--- config.mk ---
export PLATFORM = sky130hd
export DESIGN_NAME = fire_pixel_shader
export DESIGN_NICKNAME = d
export VERILOG_FILES = /design/src/rtl/fps_pkg.sv /design/src/rtl/fps_map.sv /design/src/rtl/fire_pixel_shader.sv
export VERILOG_INCLUDE_DIRS = /design/src /design/src/rtl
export SDC_FILE = /design/constraint.sdc
export NUM_CORES = 1
export LEC_CHECK = 0
export ABC_AREA = 1
export BUFFER_PORTS_ARGS = -buffer_cell sky130_fd_sc_hd__buf_2
export CAP_MARGIN = 15
export CORE_UTILIZATION = 55
export DETAILED_ROUTE_END_ITERATION = 8
export PLACE_DENSITY = 0.8
export SYNTH_ARGS = -nofsm -noshare
export SYNTH_HDL_FRONTEND = slang
export SYNTH_SLANG_ARGS = --single-unit
export TNS_END_PERCENT = 5
--- constraint.sdc ---
create_clock -name clk -period 17.9 [get_ports clk]
set_input_delay 0.895 -clock clk [delete_from_list [all_inputs] [get_ports clk]]
set_output_delay 0.895 -clock clk [all_outputs]
set_load 0.02 [all_outputs]
--- src/rtl/fire_pixel_shader_defines.svh ---
// Assertion helpers for the fire pixel shader.
`ifndef FIRE_PIXEL_SHADER_DEFINES_SVH
`define FIRE_PIXEL_SHADER_DEFINES_SVH

// Same-cycle implication, checked outside reset.
`define FPS_CHECK(label, ante, cons, msg) \
  label: assert property (@(posedge clk) disable iff (!rst_n) (ante) |-> (cons)) \
    else $error(msg);

// Next-cycle implication, checked outside reset.
`define FPS_CHECK_NEXT(label, ante, cons, msg) \
  label: assert property (@(posedge clk) disable iff (!rst_n) (ante) |=> (cons)) \
    else $error(msg);

`endif

--- src/rtl/fps_pkg.sv ---
`timescale 1ns / 1ps
package fps_pkg;

  localparam int PANEL_SIDE = 8;
  localparam int SIDE_COUNT = 4;
  localparam int COORD_W    = $clog2(PANEL_SIDE);
  localparam int FACE_W     = $clog2(SIDE_COUNT);
  localparam logic [COORD_W-1:0] PANEL_MAX = COORD_W'(PANEL_SIDE - 1);

  // Configuration register indexes
  localparam logic [2:0] CFG_COOLING       = 3'd0;
  localparam logic [2:0] CFG_SATURATION    = 3'd1;
  localparam logic [2:0] CFG_ROTATION      = 3'd2;
  localparam logic [2:0] CFG_ORIGIN_CORNER = 3'd3;
  localparam logic [2:0] CFG_SERPENTINE    = 3'd4;
  localparam logic [2:0] CFG_COLUMN_MAJOR  = 3'd5;

  // Rotation codes
  localparam logic [1:0] ROT_0   = 2'd0;
  localparam logic [1:0] ROT_90  = 2'd1;
  localparam logic [1:0] ROT_180 = 2'd2;
  localparam logic [1:0] ROT_270 = 2'd3;

  // HSV sectors
  localparam logic [2:0] SEC_RED_YEL  = 3'd0;
  localparam logic [2:0] SEC_YEL_GRN  = 3'd1;
  localparam logic [2:0] SEC_GRN_CYN  = 3'd2;
  localparam logic [2:0] SEC_CYN_BLU  = 3'd3;
  localparam logic [2:0] SEC_BLU_MAG  = 3'd4;

  typedef struct packed {
    logic [1:0] face;
    logic [2:0] column;
    logic [2:0] flame_row;
    logic [7:0] heat_now;
    logic [7:0] heat_below;
    logic [7:0] phase;
    logic [7:0] value_mask;
    logic [7:0] hue;
  } pixel_in_t;

  typedef struct packed {
    logic [7:0] led_index;
    logic [7:0] red;
    logic [7:0] green;
    logic [7:0] blue;
  } pixel_out_t;

  typedef struct packed {
    logic [1:0] rotation;
    logic [1:0] origin_corner;
    logic       serpentine;
    logic       column_major;
  } map_cfg_t;

endpackage

--- src/rtl/fps_map.sv ---
`timescale 1ns / 1ps
// LED chain position of one side-face pixel.
module fps_map (
  input  fps_pkg::map_cfg_t        map_cfg,
  input  logic [1:0]               face,
  input  logic [2:0]               column,
  input  logic [2:0]               flame_row,
  output logic [7:0]               led_index
);

  logic [fps_pkg::COORD_W-1:0]   ry;
  logic [fps_pkg::COORD_W-1:0]   rx_rot;
  logic [fps_pkg::COORD_W-1:0]   ry_rot;
  logic [fps_pkg::COORD_W-1:0]   px;
  logic [fps_pkg::COORD_W-1:0]   py;
  logic [fps_pkg::COORD_W-1:0]   line_sel;
  logic [fps_pkg::COORD_W-1:0]   pos_sel;
  logic [2*fps_pkg::COORD_W-1:0] offset;

  always_comb begin
    // flame row 0 sits at the bottom of the panel
    ry = fps_pkg::PANEL_MAX - flame_row;

    unique case (map_cfg.rotation)
      fps_pkg::ROT_90: begin
        rx_rot = fps_pkg::PANEL_MAX - ry;
        ry_rot = column;
      end
      fps_pkg::ROT_180: begin
        rx_rot = fps_pkg::PANEL_MAX - column;
        ry_rot = fps_pkg::PANEL_MAX - ry;
      end
      fps_pkg::ROT_270: begin
        rx_rot = ry;
        ry_rot = fps_pkg::PANEL_MAX - column;
      end
      default: begin
        rx_rot = column;
        ry_rot = ry;
      end
    endcase

    px = map_cfg.origin_corner[0] ? fps_pkg::PANEL_MAX - rx_rot : rx_rot;
    py = map_cfg.origin_corner[1] ? fps_pkg::PANEL_MAX - ry_rot : ry_rot;

    // chain line and position along it
    line_sel = map_cfg.column_major ? px : py;
    pos_sel  = map_cfg.column_major ? py : px;
    if (map_cfg.serpentine && line_sel[0]) begin
      pos_sel = fps_pkg::PANEL_MAX - pos_sel;
    end

    offset    = {line_sel, pos_sel};
    led_index = {face, offset};
  end

endmodule

--- src/rtl/fire_pixel_shader.sv ---
`timescale 1ns / 1ps
// Fire pixel shader: shades one flame cell of a side face of an LED cube.
// Input channel in_valid/in_ready/in_data carries one pixel request (face,
// column, flame row, heats, phase, cooling mask, hue). Output channel
// out_valid/out_ready/out_data returns the LED chain index and RGB levels.
// Config channel cfg_valid/cfg_ready/cfg_index/cfg_data writes cooling,
// saturation, rotation, origin corner, serpentine and column-major; it is
// always ready and should be written only while the shader is drained.
// Throughput: one pixel per clock while out_ready is high, set by a
// four-stage pipeline (blend and position, clamp and saturation terms,
// HSV products, sector select and output register). An accepted pixel
// moves through stages 1, 2 and 3 into the stage 4 register on out_data.
// Reset clears all stage valid bits and loads the register defaults:
// cooling 64, saturation 255, rotation 0, origin 0, serpentine 1,
// column-major 1. When out_ready is low the output stage holds; the
// stages behind it keep filling bubbles, and in_ready drops only once
// all four stages are full.
module fire_pixel_shader (
  input  logic                 clk,
  input  logic                 rst_n,
  input  logic                 in_valid,
  output logic                 in_ready,
  input  fps_pkg::pixel_in_t   in_data,
  output logic                 out_valid,
  input  logic                 out_ready,
  output fps_pkg::pixel_out_t  out_data,
  input  logic                 cfg_valid,
  output logic                 cfg_ready,
  input  logic [2:0]           cfg_index,
  input  logic [7:0]           cfg_data
);

`include "fire_pixel_shader_defines.svh"

  // Configuration registers
  logic [7:0]        cooling_r;
  logic [7:0]        saturation_r;
  fps_pkg::map_cfg_t map_cfg_r;

  // Stage advance enables
  logic adv1, adv2, adv3, adv4;

  // Stage 1: blend, mask subtraction term, hue split, chain index
  logic        s1_vld_r;
  logic [7:0]  s1_blend_r;
  logic [9:0]  s1_sub_r;
  logic [2:0]  s1_sector_r;
  logic [7:0]  s1_frac_r;
  logic [7:0]  s1_idx_r;
  logic [8:0]  inv_phase;
  logic [16:0] blend_sum;
  logic [15:0] mask_prod;
  logic [10:0] hue6;
  logic [7:0]  led_index_nxt;

  // Stage 2: clamped value and saturation factors
  logic        s2_vld_r;
  logic [7:0]  s2_val_r;
  logic [8:0]  s2_kp_r, s2_kq_r, s2_kt_r;
  logic        s2_grey_r;
  logic [2:0]  s2_sector_r;
  logic [7:0]  s2_idx_r;
  logic [10:0] diff;
  logic [7:0]  val_nxt;
  logic [15:0] sf_prod;
  logic [8:0]  inv_frac;
  logic [16:0] sg_prod;

  // Stage 3: p, q, t
  logic        s3_vld_r;
  logic [7:0]  s3_val_r, s3_p_r, s3_q_r, s3_t_r;
  logic        s3_grey_r;
  logic [2:0]  s3_sector_r;
  logic [7:0]  s3_idx_r;
  logic [16:0] p_prod, q_prod, t_prod;

  // Stage 4: output register
  logic                s4_vld_r;
  logic                s4_grey_r;
  fps_pkg::pixel_out_t s4_data_r;
  logic [7:0]          r_sel, g_sel, b_sel;

  // Advance a stage when it is empty or the one after it moves
  assign adv4      = !s4_vld_r || out_ready;
  assign adv3      = !s3_vld_r || adv4;
  assign adv2      = !s2_vld_r || adv3;
  assign adv1      = !s1_vld_r || adv2;
  assign in_ready  = adv1;
  assign cfg_ready = 1'b1;
  assign out_valid = s4_vld_r;
  assign out_data  = s4_data_r;

  // Config write; drop writes to unknown indexes
  always_ff @(posedge clk) begin
    if (!rst_n) begin
      cooling_r                <= 8'd64;
      saturation_r             <= 8'd255;
      map_cfg_r.rotation       <= fps_pkg::ROT_0;
      map_cfg_r.origin_corner  <= 2'd0;
      map_cfg_r.serpentine     <= 1'b1;
      map_cfg_r.column_major   <= 1'b1;
    end else if (cfg_valid && cfg_ready) begin
      unique case (cfg_index)
        fps_pkg::CFG_COOLING:       cooling_r               <= cfg_data;
        fps_pkg::CFG_SATURATION:    saturation_r            <= cfg_data;
        fps_pkg::CFG_ROTATION:      map_cfg_r.rotation      <= cfg_data[1:0];
        fps_pkg::CFG_ORIGIN_CORNER: map_cfg_r.origin_corner <= cfg_data[1:0];
        fps_pkg::CFG_SERPENTINE:    map_cfg_r.serpentine    <= cfg_data[0];
        fps_pkg::CFG_COLUMN_MAJOR:  map_cfg_r.column_major  <= cfg_data[0];
        default: ;
      endcase
    end
  end

  // ---------------- Stage 1 ----------------
  fps_map u_map (
    .map_cfg   (map_cfg_r),
    .face      (in_data.face),
    .column    (in_data.column),
    .flame_row (in_data.flame_row),
    .led_index (led_index_nxt)
  );

  always_comb begin
    inv_phase = 9'd256 - {1'b0, in_data.phase};
    // heat blended by phase; sum never exceeds 16 bits
    blend_sum = ({8'd0, inv_phase} * {9'd0, in_data.heat_now})
              + {1'b0, {8'd0, in_data.phase} * {8'd0, in_data.heat_below}};
    mask_prod = {8'd0, in_data.value_mask} * {8'd0, cooling_r};
    hue6      = {3'd0, in_data.hue} * 11'd6;
  end

  always_ff @(posedge clk) begin
    if (!rst_n) begin
      s1_vld_r <= 1'b0;
    end else if (adv1) begin
      s1_vld_r <= in_valid;
    end
  end

  always_ff @(posedge clk) begin
    if (adv1) begin
      s1_blend_r  <= blend_sum[15:8];
      s1_sub_r    <= mask_prod[15:6];
      s1_sector_r <= hue6[10:8];
      s1_frac_r   <= hue6[7:0];
      s1_idx_r    <= led_index_nxt;
    end
  end

  // ---------------- Stage 2 ----------------
  always_comb begin
    diff = {3'd0, s1_blend_r} - {1'b0, s1_sub_r};
    // clamp to 0..255
    if (diff[10]) begin
      val_nxt = 8'd0;
    end else if (diff[9:8] != 2'd0) begin
      val_nxt = 8'd255;
    end else begin
      val_nxt = diff[7:0];
    end
    sf_prod  = {8'd0, saturation_r} * {8'd0, s1_frac_r};
    inv_frac = 9'd256 - {1'b0, s1_frac_r};
    sg_prod  = {9'd0, saturation_r} * {8'd0, inv_frac};
  end

  always_ff @(posedge clk) begin
    if (!rst_n) begin
      s2_vld_r <= 1'b0;
    end else if (adv2) begin
      s2_vld_r <= s1_vld_r;
    end
  end

  always_ff @(posedge clk) begin
    if (adv2) begin
      s2_val_r    <= val_nxt;
      s2_kp_r     <= 9'd256 - {1'b0, saturation_r};
      s2_kq_r     <= 9'd256 - {1'b0, sf_prod[15:8]};
      s2_kt_r     <= 9'd256 - {1'b0, sg_prod[15:8]};
      s2_grey_r   <= (saturation_r == 8'd0);
      s2_sector_r <= s1_sector_r;
      s2_idx_r    <= s1_idx_r;
    end
  end

  // ---------------- Stage 3 ----------------
  always_comb begin
    p_prod = {9'd0, s2_val_r} * {8'd0, s2_kp_r};
    q_prod = {9'd0, s2_val_r} * {8'd0, s2_kq_r};
    t_prod = {9'd0, s2_val_r} * {8'd0, s2_kt_r};
  end

  always_ff @(posedge clk) begin
    if (!rst_n) begin
      s3_vld_r <= 1'b0;
    end else if (adv3) begin
      s3_vld_r <= s2_vld_r;
    end
  end

  always_ff @(posedge clk) begin
    if (adv3) begin
      s3_val_r    <= s2_val_r;
      s3_p_r      <= p_prod[15:8];
      s3_q_r      <= q_prod[15:8];
      s3_t_r      <= t_prod[15:8];
      s3_grey_r   <= s2_grey_r;
      s3_sector_r <= s2_sector_r;
      s3_idx_r    <= s2_idx_r;
    end
  end

  // ---------------- Stage 4 ----------------
  // (x*255)>>8 equals x-1 for nonzero x
  function automatic logic [7:0] scale_level(input logic [7:0] x);
    scale_level = (x == 8'd0) ? 8'd0 : x - 8'd1;
  endfunction

  always_comb begin
    if (s3_grey_r) begin
      r_sel = s3_val_r;
      g_sel = s3_val_r;
      b_sel = s3_val_r;
    end else begin
      unique case (s3_sector_r)
        fps_pkg::SEC_RED_YEL: begin
          r_sel = s3_val_r; g_sel = s3_t_r;   b_sel = s3_p_r;
        end
        fps_pkg::SEC_YEL_GRN: begin
          r_sel = s3_q_r;   g_sel = s3_val_r; b_sel = s3_p_r;
        end
        fps_pkg::SEC_GRN_CYN: begin
          r_sel = s3_p_r;   g_sel = s3_val_r; b_sel = s3_t_r;
        end
        fps_pkg::SEC_CYN_BLU: begin
          r_sel = s3_p_r;   g_sel = s3_q_r;   b_sel = s3_val_r;
        end
        fps_pkg::SEC_BLU_MAG: begin
          r_sel = s3_t_r;   g_sel = s3_p_r;   b_sel = s3_val_r;
        end
        default: begin
          r_sel = s3_val_r; g_sel = s3_p_r;   b_sel = s3_q_r;
        end
      endcase
    end
  end

  always_ff @(posedge clk) begin
    if (!rst_n) begin
      s4_vld_r <= 1'b0;
    end else if (adv4) begin
      s4_vld_r <= s3_vld_r;
    end
  end

  always_ff @(posedge clk) begin
    if (adv4) begin
      s4_grey_r           <= s3_grey_r;
      s4_data_r.led_index <= s3_idx_r;
      s4_data_r.red       <= scale_level(r_sel);
      s4_data_r.green     <= scale_level(g_sel);
      s4_data_r.blue      <= scale_level(b_sel);
    end
  end

  // ---------------- Checks ----------------
  `FPS_CHECK(a_full_blocks_in,
             s1_vld_r && s2_vld_r && s3_vld_r && s4_vld_r && !out_ready,
             !in_ready, "full pipeline still takes a request")
  `FPS_CHECK_NEXT(a_no_drop_s2, s1_vld_r && adv2, s2_vld_r,
                  "request lost between stage 1 and 2")
  `FPS_CHECK(a_grey_equal, s4_vld_r && s4_grey_r,
             out_data.red == out_data.green && out_data.green == out_data.blue,
             "grey pixel has unequal channels")

endmodule
==> summary.md <==
| Metric | Value |
|---|---|
| Status | finished with violations |
| Failing checks | design-rule violations |
| Syn Area/Cell | 7.69 um2 |
| Cells after Synth | 3399 |
| FF+latch count, synth | 184 |
| First-pass GRT wire length | 94800 um |
| Setup Skew | 0.0142 ns |
| Core area | 46800 um2 |
| Post-cts sizing count | 0 |
| H-tree levels | 4 |
| Initial detailed-routing violation count | 1346 |
| Max-cap viol count | 0 |
| Initial antenna violation count | 0 |
| Largest net degree at the start of global routing | 46 |
| Clock slew at reported path FFs | 0.08 ns |
| Grt ovf | 0 |
| Tmin final | 6.77 ns |
| FF-to-FF setup slack | 12.33 ns |
| CTS tree | built |
| DR pass1 iterations | 8 |
| DRT Wirelength | 56300 um |
| DR WL/cell | 13.9 um |
| WP data required | 18.12 ns |
| Number of global-route vias before repair | 20200 |
| Total negative slack | 0 ns |
| Syn nets | 4058 |
| Nets | 4076 |
| Die area | 48400 um2 |
| I/O pins | 99 |
| Vias | 20700 |
| Slew Limit Fails | 0 |
| Layout cells sized above 1 | 0.0449 |
| Most used DFF post-synth | edfxtp_1 |
| Crit path kind | in2reg |
| Arrival @ worst endpoint | 6.99 ns |
| Critical-path maximum fanout | 17 |
| Seq/Total Area, Yosys | 0.202 |
| F_max | 148 MHz |
| Area grow syn2layout | 5.60% |
| Setup-failing EPs final | 0 |
| Hold_buf cts | 0 |
| CTS max path bufs | 2 |
| Vias per cell | 5.12 |
| Slew headroom | 0.529 |
| Number of core rows | 79 |
| Root Buffer | clkbuf_16 |
| Total GRT Usage | 0.244 |
| Post-synth EDFFs | 158 |
| Post-route ant nets | 0 |
| RSZ-0062 raised after global routing | false |
| Starting Density | 0.559 |
| Least-Margin Pin Slew | 0.705 ns |
| CTS Buf Count | 17 |
| HPWL Detailed | 45700 um |
| Synth Warn # | 0 |
| Post-synthesis cell area | 26100 um2 |
| Setup bufs post-CTS | 0 |
| Yosys cell types | 46 |
| Die width | 220 um |
| Commonest cells after routing, fill and taps aside | nand2_1, inv_1, fa_1, ha_1, nor2_1 |
| Hold crit path type | reg2reg |
| Buffers on Ports | 97 |
| N_diodes | 0 |
| Worst-Skew Late Latency | 0.47 ns |
| Clock Sinks | 184 |
| Asr flop ratio synth | 0 |
| Crit path capture type | flop |
| Commonest non-fill, non-tap cell in the layout | nand2_1 |
| Final Hold Violating Endpoints | 0 |
| Die span in y | 220 um |
| Fin crit share | 0.378 |
| DRC viols | 14 |
| Worst setup SP type | input pin |
| Routability cong. | 0.952 |
cell type report:
type	instances	area [um2]
fillers	4127	19200
multi-input cells	2241	17200
flip-flops and latches	184	5270
inverters	864	3240
well taps	607	759
repair buffers	109	576
clock buffers	20	447
clock inverters	12	105
stage by stage:
stage	hold WS (ns)	util	cells	instance area [um2]	setup slack, ns
final	0.416	0.590	4037	27600	11.13
after global routing	0.429	0.590	4037	27600	10.64
after CTS	0.422	0.590	4037	27600	11.11
after detailed placement	0.405	0.578	4005	27000	10.62
after global placement	0.401	0.578	4005	27000	10.82
after floorplan	0.400	-	3399	26100	11.04
registers in the layout (all words and copies together), names as in the netlist, 3 cells and up:
signal and count:
s3_idx_r 8, s3_p_r 8, s1_blend_r 8, s1_frac_r 7, s1_idx_r 8, s3_t_r 8, s2_kp_r 9, s2_sector_r 3
s1_sub_r 10, cooling_r 8, s3_val_r 8, out_data 32, s2_idx_r 8, s3_sector_r 3, s1_sector_r 3, s2_val_r 8
s2_kq_r 9, map_cfg_r 6, saturation_r 8, s3_q_r 8, s2_kt_r 9
metal layers:
metal	track usage	vias to the layer above	part of all wire
met4	0.0680	0	0.022
met2	0.409	620	0.48
met5	0	-	0
met3	0.0380	79	0.064
met1	0.327	9777	0.44
li1	-	10200	-
synthesized netlist by cell type (all sizes together), types with 7 or more instances:
cell type | number | share of area
nand2 | 915 | 0.13
inv | 862 | 0.12
fa | 319 | 0.24
ha | 276 | 0.13
nor2 | 245 | 0.036
edfxtp | 158 | 0.18
a21oi | 107 | 0.020
nand3 | 103 | 0.020
clkbuf | 95 | 0.014
o21ai | 70 | 0.014
xor2 | 60 | 0.020
xnor2 | 36 | 0.012
nand4 | 33 | 0.0079
dfxtp | 26 | 0.020
nor3 | 20 | 0.0042
buf | 15 | 0.0025
o211ai | 9 | 0.0026
nand3b | 7 | 0.0020
worst paths after layout:
path	from	to	cells after the start
worst max-delay path	in_data[16]	s1_blend_r[7]	28
worst min-delay path	s2_idx_r[6]	s3_idx_r[6]	0
worst max register to register	s1_frac_r[3]	s2_kt_r[6]	23
worst min register to register	s2_idx_r[6]	s3_idx_r[6]	0
cells by family after synthesis:
family	synth area share
other	0.000144
buffers and inverters	0.140
AND/OR/NAND/NOR	0.204
XOR/XNOR	0.0322
AO/OA/AOI/OAI	0.0442
multiplexers	0.00124
flip-flops	0.202
adder cells (fa/ha/maj)	0.377
worst max-delay path, stage by stage:
cell and delay, ns:
buf_2 0.27, inv_1 0.08, ha_1 0.23, nand2_1 0.09
nor2_1 0.04, nand2_1 0.11, nor2_1 0.05, nand2_1 0.07
nand2_1 0.13, inv_1 0.15, nand2_1 0.10, fa_1 0.51
fa_1 0.56, inv_1 0.06, fa_1 0.48, fa_1 0.51
fa_1 0.50, inv_1 0.05, fa_1 0.47, inv_1 0.04
ha_1 0.33, a21o_1 0.21, a21boi_0 0.15, nand3_1 0.17
a21boi_0 0.39, nor2_1 0.12, o21ai_0 0.17, nand2_1 0.07
Power is left out: the tool's default activity adds up to more than one toggle a clock period on the data nets, which glitch-free logic cannot reach.
